File: src/rtl/ocp_pkg.sv
// ----------------------------------------------------------------------------
// ocp_pkg - shared constants, codes and helpers of the orbit camera block
// Fixed point angle constants (Q16.16 degrees), CORDIC arctangent table,
// register indexes, action codes and 32 bit saturation.
// ----------------------------------------------------------------------------
package ocp_pkg;

  localparam int MOUSE_BITS_DEF   = 12;
  localparam int CORDIC_STEPS_DEF = 16;

  // CORDIC x/y datapath width, Q2.30 with headroom
  localparam int CS_W = 34;

  localparam logic signed [31:0] DEG_FULL    = 32'sd23592960;
  localparam logic signed [31:0] DEG_HALF    = 32'sd11796480;
  localparam logic signed [31:0] DEG_QUARTER = 32'sd5898240;
  localparam logic signed [31:0] PITCH_LIMIT = 32'sd5522746;

  // 128 full turns, added to make the yaw accumulator positive before reduction
  localparam logic [32:0] YAW_BIAS  = 33'd3019898880;
  localparam int          YAW_STEPS = 8;
  localparam int          YAW_K_W   = $clog2(YAW_STEPS);

  localparam logic [10:0]          ZOOM_STEP = 11'd655;
  localparam logic signed [CS_W-1:0] GAIN_Q30 = 34'sd652032874;

  localparam logic [15:0] SENS_RESET       = 16'd26;
  localparam logic [30:0] RADIUS_RESET     = 31'd655360;
  localparam logic [30:0] MIN_RADIUS_RESET = 31'd131072;
  localparam logic [30:0] MAX_RADIUS_RESET = 31'd5242880;

  typedef enum logic [2:0] {
    REG_SENSITIVITY = 3'd0,
    REG_TARGET_X    = 3'd1,
    REG_TARGET_Y    = 3'd2,
    REG_TARGET_Z    = 3'd3,
    REG_MIN_RADIUS  = 3'd4,
    REG_MAX_RADIUS  = 3'd5
  } cfg_reg_t;

  localparam logic [1:0] ACT_NONE  = 2'd0;
  localparam logic [1:0] ACT_ORBIT = 2'd1;
  localparam logic [1:0] ACT_ZOOM  = 2'd2;

  // atan(2^-i) in Q16.16 degrees
  function automatic logic signed [31:0] atan_deg(input logic [4:0] idx);
    logic signed [31:0] v;
    unique case (idx)
      5'd0:  v = 32'sd2949120;
      5'd1:  v = 32'sd1740967;
      5'd2:  v = 32'sd919879;
      5'd3:  v = 32'sd466945;
      5'd4:  v = 32'sd234379;
      5'd5:  v = 32'sd117304;
      5'd6:  v = 32'sd58666;
      5'd7:  v = 32'sd29335;
      5'd8:  v = 32'sd14668;
      5'd9:  v = 32'sd7334;
      5'd10: v = 32'sd3667;
      5'd11: v = 32'sd1833;
      5'd12: v = 32'sd917;
      5'd13: v = 32'sd458;
      5'd14: v = 32'sd229;
      5'd15: v = 32'sd115;
      5'd16: v = 32'sd57;
      5'd17: v = 32'sd29;
      5'd18: v = 32'sd14;
      5'd19: v = 32'sd7;
      5'd20: v = 32'sd4;
      5'd21: v = 32'sd2;
      5'd22: v = 32'sd1;
      default: v = 32'sd0;
    endcase
    return v;
  endfunction

  function automatic logic signed [31:0] sat32(input logic signed [47:0] v);
    logic signed [31:0] r;
    if (v > 48'sh0000_7FFF_FFFF) begin
      r = 32'sh7FFF_FFFF;
    end else if (v < -48'sh0000_8000_0000) begin
      r = -32'sh8000_0000;
    end else begin
      r = v[31:0];
    end
    return r;
  endfunction

endpackage

File: src/rtl/ocp_mulq30.sv
// ----------------------------------------------------------------------------
// ocp_mulq30 - registered Q2.30 scaling multiplier
// Multiplies two signed operands, rounds half up and drops 30 fraction bits.
// ----------------------------------------------------------------------------
module ocp_mulq30
  import ocp_pkg::*;
(
  input  logic               clk,
  input  logic signed [32:0] a,
  input  logic signed [32:0] b,
  output logic signed [33:0] p
);

  logic signed [65:0] prod;
  logic signed [65:0] rnd;

  assign prod = 66'(a) * 66'(b);
  assign rnd  = prod + (66'sd1 <<< 29);

  always_ff @(posedge clk) begin
    p <= rnd[63:30];
  end

endmodule

File: config.mk
export PLATFORM = sky130hd
export DESIGN_NAME = ocp_mulq30
export DESIGN_NICKNAME = d
export VERILOG_FILES = /design/src/rtl/ocp_pkg.sv /design/src/rtl/ocp_mulq30.sv
export SDC_FILE = /design/constraint.sdc
export NUM_CORES = 2
export LEC_CHECK = 0
export BUFFER_PORTS_ARGS = -buffer_cell sky130_fd_sc_hd__buf_2
export CAP_MARGIN = 20
export CORE_UTILIZATION = 53
export DETAILED_ROUTE_END_ITERATION = 8
export PLACE_DENSITY = 0.69
export SYNTH_ARGS = -nofsm -noshare
export SYNTH_HDL_FRONTEND = slang
export SYNTH_SLANG_ARGS = --single-unit
File: constraint.sdc
create_clock -name clk -period 13.5 [get_ports clk]
set_clock_uncertainty 0.05 [all_clocks]
set_input_delay 1.35 -clock clk [delete_from_list [all_inputs] [get_ports clk]]
set_output_delay 1.35 -clock clk [all_outputs]
set_load 0.01 [all_outputs]
==> reports/qor.txt <==
Max Cap Violations = 0
Main combinational cell family by area after synthesis = adder cells
Largest stage delay on the critical path = 960 ps
Area of the core = 71400 um^2
Clock root cell = clkbuf_16
# setup viols final = 0
Crit. End Element = register
Fmax = 101 MHz
Synth area leader = fa_1
WP buf/inv = 6
Met2 WL = 54700 um
Syn nets = 5460
Hold slack final = 1990 ps
Setup CP Type = in -> reg
Post-DR wirelength/cell = 21.5 um
Setup TNS = 0 ps
Final Util = 0.553
Seq/Total Area, Yosys = 0.0178
Synth Register Bits = 34
Most common cell on crit path = fa_1
Vias post-DR = 27.1k
Antenna viol nets, final = 0
Unrepaired setup endpoints after global routing = no
Placed Cells = 4933
Die Ht = 270 um
Worst hold path class = reg -> out
Vias in the first global route = 30.6k
Post-Synth Adder-Cell Area = 0.657
Post-cts sizing count = 0
Clock-pin transition on the worst setup and hold timing paths = 50 ps
Crit path max-delay cell type = fa_1
Cells along the critical path = buf_2 > nand2_1 > inv_1 > fa_1 > fa_1 > fa_1 > inv_1 > fa_1 > inv_1 > fa_1 > fa_1 > fa_1 > inv_1 > fa_1 > inv_1 > ha_1 > and3_1 > nand2_1 > o221a_2 > o31a_2 > a31oi_2 > a41o_1 > a2111oi_1 > a311o_1
NumNets Final = 5388
Post-synthesis compound-gate area fraction = 0.0276
Initial antenna violation count = 4
Outcome = finished, final reports clean
Regs by FF count = p (34)
Drt via density = 5.48
Max Root-Sink Buffers = 2
CP required = 13620 ps
Post-synth ARST share = 0
TritonCTS buffer count = 5
Synth top area cells = fa_1 (59%), inv_1 (11%), and2_1 (8.9%), ha_1 (6.7%), nand2_1 (5.5%)
Met3 WL = 7190 um
EDFF count, synth = 0
Crit-path max FO = 33
Mux contribution to synthesized area = 0
Most flops, register = p
CP startpoint kind = input pin
Mean Syn Cell Area = 9.41 um^2
Fin crit period = 9860 ps
Xor/xnor share of the synthesized area = 0.0131
Simple-Gate Fraction of Synth Area = 0.158
Largest net degree at the start of global routing = 35
Least-Margin Pin Slew = 1100 ps
Post-Route WL = 106000 um
First-pass GRT wire length = 168000 um
Detailed-router iteration count before antenna repair = 5
Met1 WL = 37500 um
H-tree levels = 2
Final count of pins violating max slew = 0
GRT Overall Usage = 0.303
Num Clock Sinks = 34
ANT cells = 0
Cell family with most CP delay = adder cells
# IOs = 101
Rel. slew slack = 0.266
Hold-fix buffers, CTS = 0
Final worst path period share = 0.731
Layout cells sized above 1 = 0.0353
Cell with the most instances after synthesis = fa_1
TritonCTS clock tree = built
Warnings from Yosys = 0
Final std cells w/o fill = 4941
Top Metal Used = met5
Chip width = 270 um
Synth top area share = 0.590
Synthesized cell area = 38200 um^2
Die area = 73200 um^2
Synth unique cells = 57
Rows = 98
Initial Utilization = 0.535
Area growth syn-to-layout = 3.31%
Max reg flops = 34
Mapped Cells = 4062
HPWL after DPL = 79700 um
Port buffer count = 100
Grt ovf = 0
WP data arrival = 9980 ps
GP Congestion = 0.942
Most used flip-flop cell after synthesis = dfxtp_1
Final Hold Fails = 0
DR DRC count = 0
Setup Fix Bufs, Post-CTS = 0
Drt initial violations = 1681
Synth cell count leaders = fa_1 (1125), inv_1 (1079), nand2_1 (558)
-- layer usage --
metal,vias up,global-route usage
li1,11300,-
met2,1185,0.537
met5,-,0
met1,14200,0.361
met4,4,0.161
met3,383,0.0383
-- cell type report --
class                           count  area (um^2)
Clock buffer                        6          129
Clock inverter                      2         37.5
Fill cell                        6442        31900
Inverter                         1079         4050
Multi-Input combinational cell   2746        32700
Sequential cell                    34          681
Tap cell                          950         1190
Timing Repair Buffer              124          681
-- layout by cell type (no fill, tap or decap), types with 10 or more instances in the layout --
| master | n |
|---|---|
| nor2_1 | 17 |
| nand3_1 | 10 |
| o21ai_0 | 27 |
| a21oi_1 | 48 |
| inv_1 | 1079 |
| and2_1 | 543 |
| buf_4 | 24 |
| fa_1 | 1125 |
| xnor2_1 | 40 |
| a21o_1 | 25 |
| nand2_1 | 558 |
| buf_2 | 100 |
| nor2b_1 | 29 |
| ha_1 | 206 |
| xor2_1 | 17 |
| nand4_1 | 11 |
| dfxtp_1 | 34 |
-- metrics by stage --
step	setup WS, ps	instance area [um^2]
2_1_floorplan	4610	38200
3_3_place_gp	3500	39300
3_5_place_dp	3400	39300
4_1_cts	3680	39500
5_1_grt	3270	39500
6_report	3640	39500
-- worst paths after layout --
check    startpoint       endpoint  cells past startpoint
max            b[3]  p[29]$_DFF_P_                     24
min    p[8]$_DFF_P_           p[8]                      1
-- cell families after synthesis --
logic type | after synthesis
adders and majority gates | 1331
AOI/OAI and AO/OA | 159
buffers and inverters | 1282
xor gates and xnor gates | 57
DFF | 34
and+or+nand+nor | 1199
Power is not shown: default switching activity piles up to over one toggle a cycle in this logic, so the estimate is an artifact.
