### src/rtl/ocp_pkg.sv
// ----------------------------------------------------------------------------
// ocp_pkg - shared constants, codes and helpers of the orbit camera block
// Fixed point angle constants (Q16.16 degrees), CORDIC arctangent table,
// register indexes, action codes and 32 bit saturation.
// ----------------------------------------------------------------------------
package ocp_pkg;

  localparam int MOUSE_BITS_DEF   = 12;
  localparam int CORDIC_STEPS_DEF = 16;

  // CORDIC x/y datapath width, Q2.30 with headroom
  localparam int CS_W = 34;

  localparam logic signed [31:0] DEG_FULL    = 32'sd23592960;
  localparam logic signed [31:0] DEG_HALF    = 32'sd11796480;
  localparam logic signed [31:0] DEG_QUARTER = 32'sd5898240;
  localparam logic signed [31:0] PITCH_LIMIT = 32'sd5522746;

  // 128 full turns, added to make the yaw accumulator positive before reduction
  localparam logic [32:0] YAW_BIAS  = 33'd3019898880;
  localparam int          YAW_STEPS = 8;
  localparam int          YAW_K_W   = $clog2(YAW_STEPS);

  localparam logic [10:0]          ZOOM_STEP = 11'd655;
  localparam logic signed [CS_W-1:0] GAIN_Q30 = 34'sd652032874;

  localparam logic [15:0] SENS_RESET       = 16'd26;
  localparam logic [30:0] RADIUS_RESET     = 31'd655360;
  localparam logic [30:0] MIN_RADIUS_RESET = 31'd131072;
  localparam logic [30:0] MAX_RADIUS_RESET = 31'd5242880;

  typedef enum logic [2:0] {
    REG_SENSITIVITY = 3'd0,
    REG_TARGET_X    = 3'd1,
    REG_TARGET_Y    = 3'd2,
    REG_TARGET_Z    = 3'd3,
    REG_MIN_RADIUS  = 3'd4,
    REG_MAX_RADIUS  = 3'd5
  } cfg_reg_t;

  localparam logic [1:0] ACT_NONE  = 2'd0;
  localparam logic [1:0] ACT_ORBIT = 2'd1;
  localparam logic [1:0] ACT_ZOOM  = 2'd2;

  // atan(2^-i) in Q16.16 degrees
  function automatic logic signed [31:0] atan_deg(input logic [4:0] idx);
    logic signed [31:0] v;
    unique case (idx)
      5'd0:  v = 32'sd2949120;
      5'd1:  v = 32'sd1740967;
      5'd2:  v = 32'sd919879;
      5'd3:  v = 32'sd466945;
      5'd4:  v = 32'sd234379;
      5'd5:  v = 32'sd117304;
      5'd6:  v = 32'sd58666;
      5'd7:  v = 32'sd29335;
      5'd8:  v = 32'sd14668;
      5'd9:  v = 32'sd7334;
      5'd10: v = 32'sd3667;
      5'd11: v = 32'sd1833;
      5'd12: v = 32'sd917;
      5'd13: v = 32'sd458;
      5'd14: v = 32'sd229;
      5'd15: v = 32'sd115;
      5'd16: v = 32'sd57;
      5'd17: v = 32'sd29;
      5'd18: v = 32'sd14;
      5'd19: v = 32'sd7;
      5'd20: v = 32'sd4;
      5'd21: v = 32'sd2;
      5'd22: v = 32'sd1;
      default: v = 32'sd0;
    endcase
    return v;
  endfunction

  function automatic logic signed [31:0] sat32(input logic signed [47:0] v);
    logic signed [31:0] r;
    if (v > 48'sh0000_7FFF_FFFF) begin
      r = 32'sh7FFF_FFFF;
    end else if (v < -48'sh0000_8000_0000) begin
      r = -32'sh8000_0000;
    end else begin
      r = v[31:0];
    end
    return r;
  endfunction

endpackage

### src/rtl/ocp_cordic.sv
// ----------------------------------------------------------------------------
// ocp_cordic - iterative sine/cosine unit
// One rotation step per cycle on Q2.30 values, angle in Q16.16 degrees.
// ----------------------------------------------------------------------------
module ocp_cordic
  import ocp_pkg::*;
#(
  parameter int CORDIC_STEPS = CORDIC_STEPS_DEF
)
(
  input  logic               clk,
  input  logic               rst,
  input  logic               start,
  input  logic signed [31:0] angle,
  output logic               done,
  output logic signed [31:0] cos_val,
  output logic signed [31:0] sin_val
);

  localparam int CNT_W = $clog2(CORDIC_STEPS);

  typedef enum logic [1:0] {C_IDLE, C_RUN, C_DONE} cstate_t;

  cstate_t                 cstate;
  logic [CNT_W-1:0]        cnt;
  logic signed [CS_W-1:0]  x;
  logic signed [CS_W-1:0]  y;
  logic signed [31:0]      z;
  logic                    neg;

  logic signed [CS_W-1:0]  x_sh;
  logic signed [CS_W-1:0]  y_sh;
  logic signed [31:0]      atan;
  logic signed [31:0]      z_init;
  logic                    neg_init;

  assign x_sh = x >>> cnt;
  assign y_sh = y >>> cnt;
  assign atan = atan_deg(5'(cnt));

  // fold into [-90, 90] and flip the result signs
  always_comb begin
    if (angle > DEG_QUARTER) begin
      z_init   = angle - DEG_HALF;
      neg_init = 1'b1;
    end else if (angle < -DEG_QUARTER) begin
      z_init   = angle + DEG_HALF;
      neg_init = 1'b1;
    end else begin
      z_init   = angle;
      neg_init = 1'b0;
    end
  end

  always_ff @(posedge clk) begin
    if (rst) begin
      cstate <= C_IDLE;
      cnt    <= '0;
    end else if (start) begin
      cstate <= C_RUN;
      cnt    <= '0;
      x      <= GAIN_Q30;
      y      <= '0;
      z      <= z_init;
      neg    <= neg_init;
    end else if (cstate == C_RUN) begin
      if (!z[31]) begin
        x <= x - y_sh;
        y <= y + x_sh;
        z <= z - atan;
      end else begin
        x <= x + y_sh;
        y <= y - x_sh;
        z <= z + atan;
      end
      if (cnt == CNT_W'(CORDIC_STEPS - 1)) begin
        cstate <= C_DONE;
      end else begin
        cnt <= cnt + 1'b1;
      end
    end
  end

  assign done    = (cstate == C_DONE);
  assign cos_val = 32'(neg ? -x : x);
  assign sin_val = 32'(neg ? -y : y);

endmodule

### config.mk
export PLATFORM = sky130hd
export DESIGN_NAME = ocp_cordic
export DESIGN_NICKNAME = d
export VERILOG_FILES = /design/src/rtl/ocp_pkg.sv /design/src/rtl/ocp_cordic.sv
export SDC_FILE = /design/constraint.sdc
export NUM_CORES = 1
export LEC_CHECK = 0
export BUFFER_PORTS_ARGS = -buffer_cell sky130_fd_sc_hd__clkbuf_2
export CORE_MARGIN = 1
export CORE_UTILIZATION = 59
export CTS_BUF_LIST = sky130_fd_sc_hd__clkbuf_4
export CTS_CLUSTER_DIAMETER = 60
export DETAILED_ROUTE_END_ITERATION = 16
export GPL_ROUTABILITY_DRIVEN = 0
export HOLD_SLACK_MARGIN = 0.06
export PLACE_DENSITY = 0.78
export SLEW_MARGIN = 5
export SYNTH_ARGS = -nofsm -noshare
export SYNTH_HDL_FRONTEND = slang
export SYNTH_SLANG_ARGS = --single-unit
### constraint.sdc
create_clock -name clk -period 14.3 [get_ports clk]
set_clock_uncertainty 0.05 [all_clocks]
set_input_delay 0.715 -clock clk [delete_from_list [all_inputs] [get_ports clk]]
set_output_delay 0.715 -clock clk [all_outputs]
set_load 0.02 [all_outputs]
==> results.env <==
ARRIVAL_NS=7.19
MIN-DELAY-PATH-CLASS='primary input to flop'
CLOCK_TREE_FROM_TRITONCTS='done'
SYNTH-COMPOUND-AREA-SHARE_PCT=22.2
HTREEDEPTH=4
STATUS='completed'
SYNTHESIS.NETS=2205
SYNTH_MOST_COMMON_CELL='sky130_fd_sc_hd__nand2_1'
FIRST_GLOBAL_VIAS=15311
FINAL.MIN_CLOCK_PERIOD_NS=6.91
TOTAL_LEAKAGE_POWER_nW=7.09
GRT-BUSIEST-LAYER='met2'
REQUIRED_NS=14.58
DR.PASS1.ITERS=7
DRIVE_GT1_SHARE_PCT=13.3
CAP_VIOL_MAX_COUNT=0
TIMING.MAX_SLEW.REL_SLACK_PCT=31.5
GRT_PASS1_WL_UM=76400
GRTUSAGEMET1_PCT=39.6
SYNTH_FA_HA_AREA_SHARE_PCT=8.62
GRT_START_MAX_NET_PINS=90
ENDPOINT_KIND='flop'
SETUP.REG_TO_REG.WORST_SLACK_NS=7.39
FF2FF_PATH_DEPTH=20
CRITICALPATHCATEGORY='flop to flop'
WORSTREG2REGEND='y[33]'
GRT_USE_TOTAL_PCT=32.6
CLOCK_PATH_BUFFERS=2
MIN_PATH_CELLS=2
COUNT_OF_NON_FILLER_CELLS_IN_THE_FINISHED_LAYOUT=2461
GR-USAGE-MET2_PCT=54.7
FIN_CRIT_SH_PCT=48.3
SYNTHESIS.AREA_PER_INSTANCE_UM2=8.32
FMAX_MHz=145
CLOCK_SINKS=129
FILL_CELLS=2457
SYNTH-XOR-AREA-SHARE_PCT=12.1
SYNTHDOMINANTAREACELLTYPE='sky130_fd_sc_hd__edfxtp_1'
COMBINATIONAL_FAMILY_WITH_THE_MOST_AREA_AFTER_SYNTHESIS='compound AO/OA/AOI/OAI gates'
CTS_REPAIR_RESIZE_COUNT=0
CRITICAL_PATH.STARTPOINT_TYPE='flop'
CTS-BUFFERS-INSERTED=17
YS.WARNINGS.COUNT=0
SLEW_VIOLATIONS=0
DIE-HEIGHT_UM=172
CTS.ROOT.BUFFER_CELL='sky130_fd_sc_hd__clkbuf_4'
FINALWIRELENGTH_UM=47700
CRITICAL_PATH.MAX_FANOUT=49
HOLD_START='rst'
VIAS_PER_CELL=6.58
ROUTED_WIRE_LENGTH_PER_INSTANCE_UM=19.4
FINAL_SETUP_VIOLATION_COUNT=0
ANTENNA_FOUND_INITIAL=1
CTS-HOLD-FIX-BUFFERS=0
NUM_VIAS=16188
YOSYS.AREA_SHARE.SIMPLE_PCT=18.4
SYNTH_FLOP_CELL='sky130_fd_sc_hd__edfxtp_1'
COREAREA_UM2=28200
POST_SYNTH_MAIN_AREA_CONTRIBUTORS='sky130_fd_sc_hd__edfxtp_1 18%, sky130_fd_sc_hd__ha_1 8.3%, sky130_fd_sc_hd__xnor2_1 7.7%, sky130_fd_sc_hd__mux4_2 6.3%, sky130_fd_sc_hd__a21oi_1 5.1%'
CLKLATENCYLATEPIN_NS=0.61
NETLIST.AREA_LEADER.SHARE_PCT=17.7
WORST_SLEW_PIN_TRAN_NS=1.02
DIE_X_UM=172
SEQ_AREA_FRAC_SYNTH_PCT=21.0
DIE_AREA_UM2=29700
FIN_NETS=2220
POWER.DENSITY_CELL_AREA_nW_PER_UM2=157
SYN-INSTANCE-COUNT=2054
IRDROPWORSTVDD_mV=0.0700
POST-CTS-SETUP-BUFFER-COUNT=0
YOSYS-TOP-CELLS-COUNT='189 x sky130_fd_sc_hd__nand2_1, 185 x sky130_fd_sc_hd__nor2_1, 173 x sky130_fd_sc_hd__a21oi_1, 150 x sky130_fd_sc_hd__xnor2_1, 132 x sky130_fd_sc_hd__o21ai_0'
SYNTHMUXAREASHARE_PCT=13.0
SYNTHDISTINCTLIBCELLS=96
BEGINNING_OF_THE_CRITICAL_PATH='cnt[2]'
DP.CELLS=2428
PORT_BUFFER_COUNT=99
CRITICAL_PATH.REG2REG.STARTPOINT='cnt[2]'
START_UTIL_PCT=60.7
NUMBER_OF_ENABLE_TYPE_REGISTER_CELLS_IN_THE_SYNTHESIZED_NETLIST=101
POSTSYNTH.ASYNCRESETSHARE_PCT=0
GLOBALROUTE.TOTALOVERFLOW=0
SYNTH-SEQ-CELLS=129
USE_MET3_PCT=5.65
CLK_TRANSITION_REPORTED_PATHS_NS=0.13
NETLIST_AREA_UM2=17100
SETUP_TNS_NS=0
DETAIL_ROUTE.DRC_VIOLATIONS=0
DETAILEDPLACEMENTHPWL_UM=35700
STD_CELL_ROWS=61
WORST_HOLD_ENDPOINT='cstate[0]'
DRTANTENNAVIOLNETS=0
DR.FIRST_ITER.DRC_COUNT=1774
FINALHOLDVIOLCOUNT=0
TOP_LEVEL_PORTS=100
SYN2LAYOUT_AREA_GROWTH_PCT=4.68
GRT_SETUP_UNREPAIRED='no'
cells in the final DEF, fill, tap and decap left out, types with 16 or more instances in the layout:
cell type / Yosys / layout
sky130_fd_sc_hd__clkbuf_2: 1 / 98
sky130_fd_sc_hd__nand3_1: 36 / 36
sky130_fd_sc_hd__nor2_1: 185 / 184
sky130_fd_sc_hd__o21ai_0: 132 / 132
sky130_fd_sc_hd__o211ai_1: 16 / 16
sky130_fd_sc_hd__ha_1: 113 / 113
sky130_fd_sc_hd__and2_1: 16 / 16
sky130_fd_sc_hd__nand2_1: 189 / 189
sky130_fd_sc_hd__dfxtp_1: 28 / 24
sky130_fd_sc_hd__xnor2_1: 150 / 150
sky130_fd_sc_hd__mux2i_1: 65 / 65
sky130_fd_sc_hd__and3_1: 20 / 20
sky130_fd_sc_hd__a21oi_1: 173 / 173
sky130_fd_sc_hd__edfxtp_1: 101 / 101
sky130_fd_sc_hd__a211oi_1: 22 / 22
sky130_fd_sc_hd__mux4_2: 48 / 48
sky130_fd_sc_hd__clkbuf_4: 0 / 18
sky130_fd_sc_hd__or2_2: 17 / 17
sky130_fd_sc_hd__xor2_1: 86 / 86
sky130_fd_sc_hd__nor2b_1: 31 / 31
sky130_fd_sc_hd__inv_1: 58 / 58
sky130_fd_sc_hd__a31oi_1: 30 / 30
sky130_fd_sc_hd__nor3_1: 31 / 31
sky130_fd_sc_hd__a21o_1: 45 / 45
sky130_fd_sc_hd__o31ai_1: 25 / 25
sky130_fd_sc_hd__or3_1: 16 / 16
sky130_fd_sc_hd__nand2b_1: 29 / 29
sky130_fd_sc_hd__mux2_2: 39 / 39
state kept, by name, summed over array words and instances, names as in the netlist:
signal and count:
x 34, y 34, z 32, atan 22, cnt 4, cstate 2
neg 1
kinds of logic after synthesis:
| family | count (synthesis) |
|---|---|
| compound gates | 596 |
| xor+xnor | 236 |
| fa+ha+maj | 116 |
| buf+inv | 178 |
| flops | 129 |
| mux | 154 |
| simple gates | 645 |
routing by layer:
metal  wire (um)  vias to the layer above
li1            -                     7657
met1       18700                     7519
met2       22600                      823
met3        3950                      189
met4        2470                        0
met5           0                        -
through the flow:
stage          utilization [%]  hold slack (ns)  area [um2]  setup WS, ns  total power [W]
3_3_place_gp              62.6            0.441       17600          7.71          0.00247
4_1_cts                   63.5            0.316       17900          7.56          0.00278
2_1_floorplan                -            0.419       17100          8.20          0.00209
6_report                  63.5            0.339       17900          7.39          0.00281
5_1_grt                   63.5            0.319       17900          6.87          0.00303
3_5_place_dp              62.6            0.454       17600          7.58          0.00252
critical path, cell delays in order (launching register included):
cell and delay, ns:
sky130_fd_sc_hd__dfxtp_4 0.72, sky130_fd_sc_hd__buf_4 0.61, sky130_fd_sc_hd__mux2_2 0.48, sky130_fd_sc_hd__a22o_1 0.26
sky130_fd_sc_hd__or4_1 0.52, sky130_fd_sc_hd__a211oi_1 0.31, sky130_fd_sc_hd__or2_1 0.22, sky130_fd_sc_hd__a21boi_0 0.44
sky130_fd_sc_hd__a21oi_1 0.16, sky130_fd_sc_hd__xnor2_1 0.16, sky130_fd_sc_hd__ha_1 0.37, sky130_fd_sc_hd__a211oi_1 0.29
sky130_fd_sc_hd__nor2_1 0.10, sky130_fd_sc_hd__or4_1 0.44, sky130_fd_sc_hd__o211a_1 0.27, sky130_fd_sc_hd__o211ai_1 0.35
sky130_fd_sc_hd__o21ai_0 0.17, sky130_fd_sc_hd__o31ai_1 0.31, sky130_fd_sc_hd__o21ai_0 0.17, sky130_fd_sc_hd__xnor2_1 0.15
sky130_fd_sc_hd__nor2_1 0.05
area by class of cell:
type	count	area, um2	area share, %
multi-input cells	1747	12700	71.1
flip-flops and latches	129	3600	20.1
repair buffers	113	603	3.37
well taps	378	473	2.64
inverters	61	229	1.28
clock buffers	18	135	0.755
clock inverters	14	130	0.727
diodes	1	2.50	0.0140
worst max-delay path by stage:
| stage | to | slack (ns) | depth (start not counted) |
|---|---|---|---|
| floorplan | x[0] | 8.20 | 4 |
| global placement | y[33] | 7.71 | 20 |
| detailed placement | y[33] | 7.58 | 20 |
| CTS | y[33] | 7.56 | 20 |
| global route | y[33] | 6.87 | 20 |
| finish | y[33] | 7.39 | 20 |
report_power, final:
| part | total (W) | leakage, nW | internal (W) | switching (W) |
|---|---|---|---|---|
| logic | 0.00184 | 5.74 | 0.000798 | 0.00105 |
| clock network | 0.000259 | 0.145 | 0.0000902 | 0.000169 |
| registers | 0.000706 | 1.20 | 0.000523 | 0.000182 |
| total | 0.00281 | 7.09 | 0.00141 | 0.00140 |
Power figures use the tool's default switching activity.
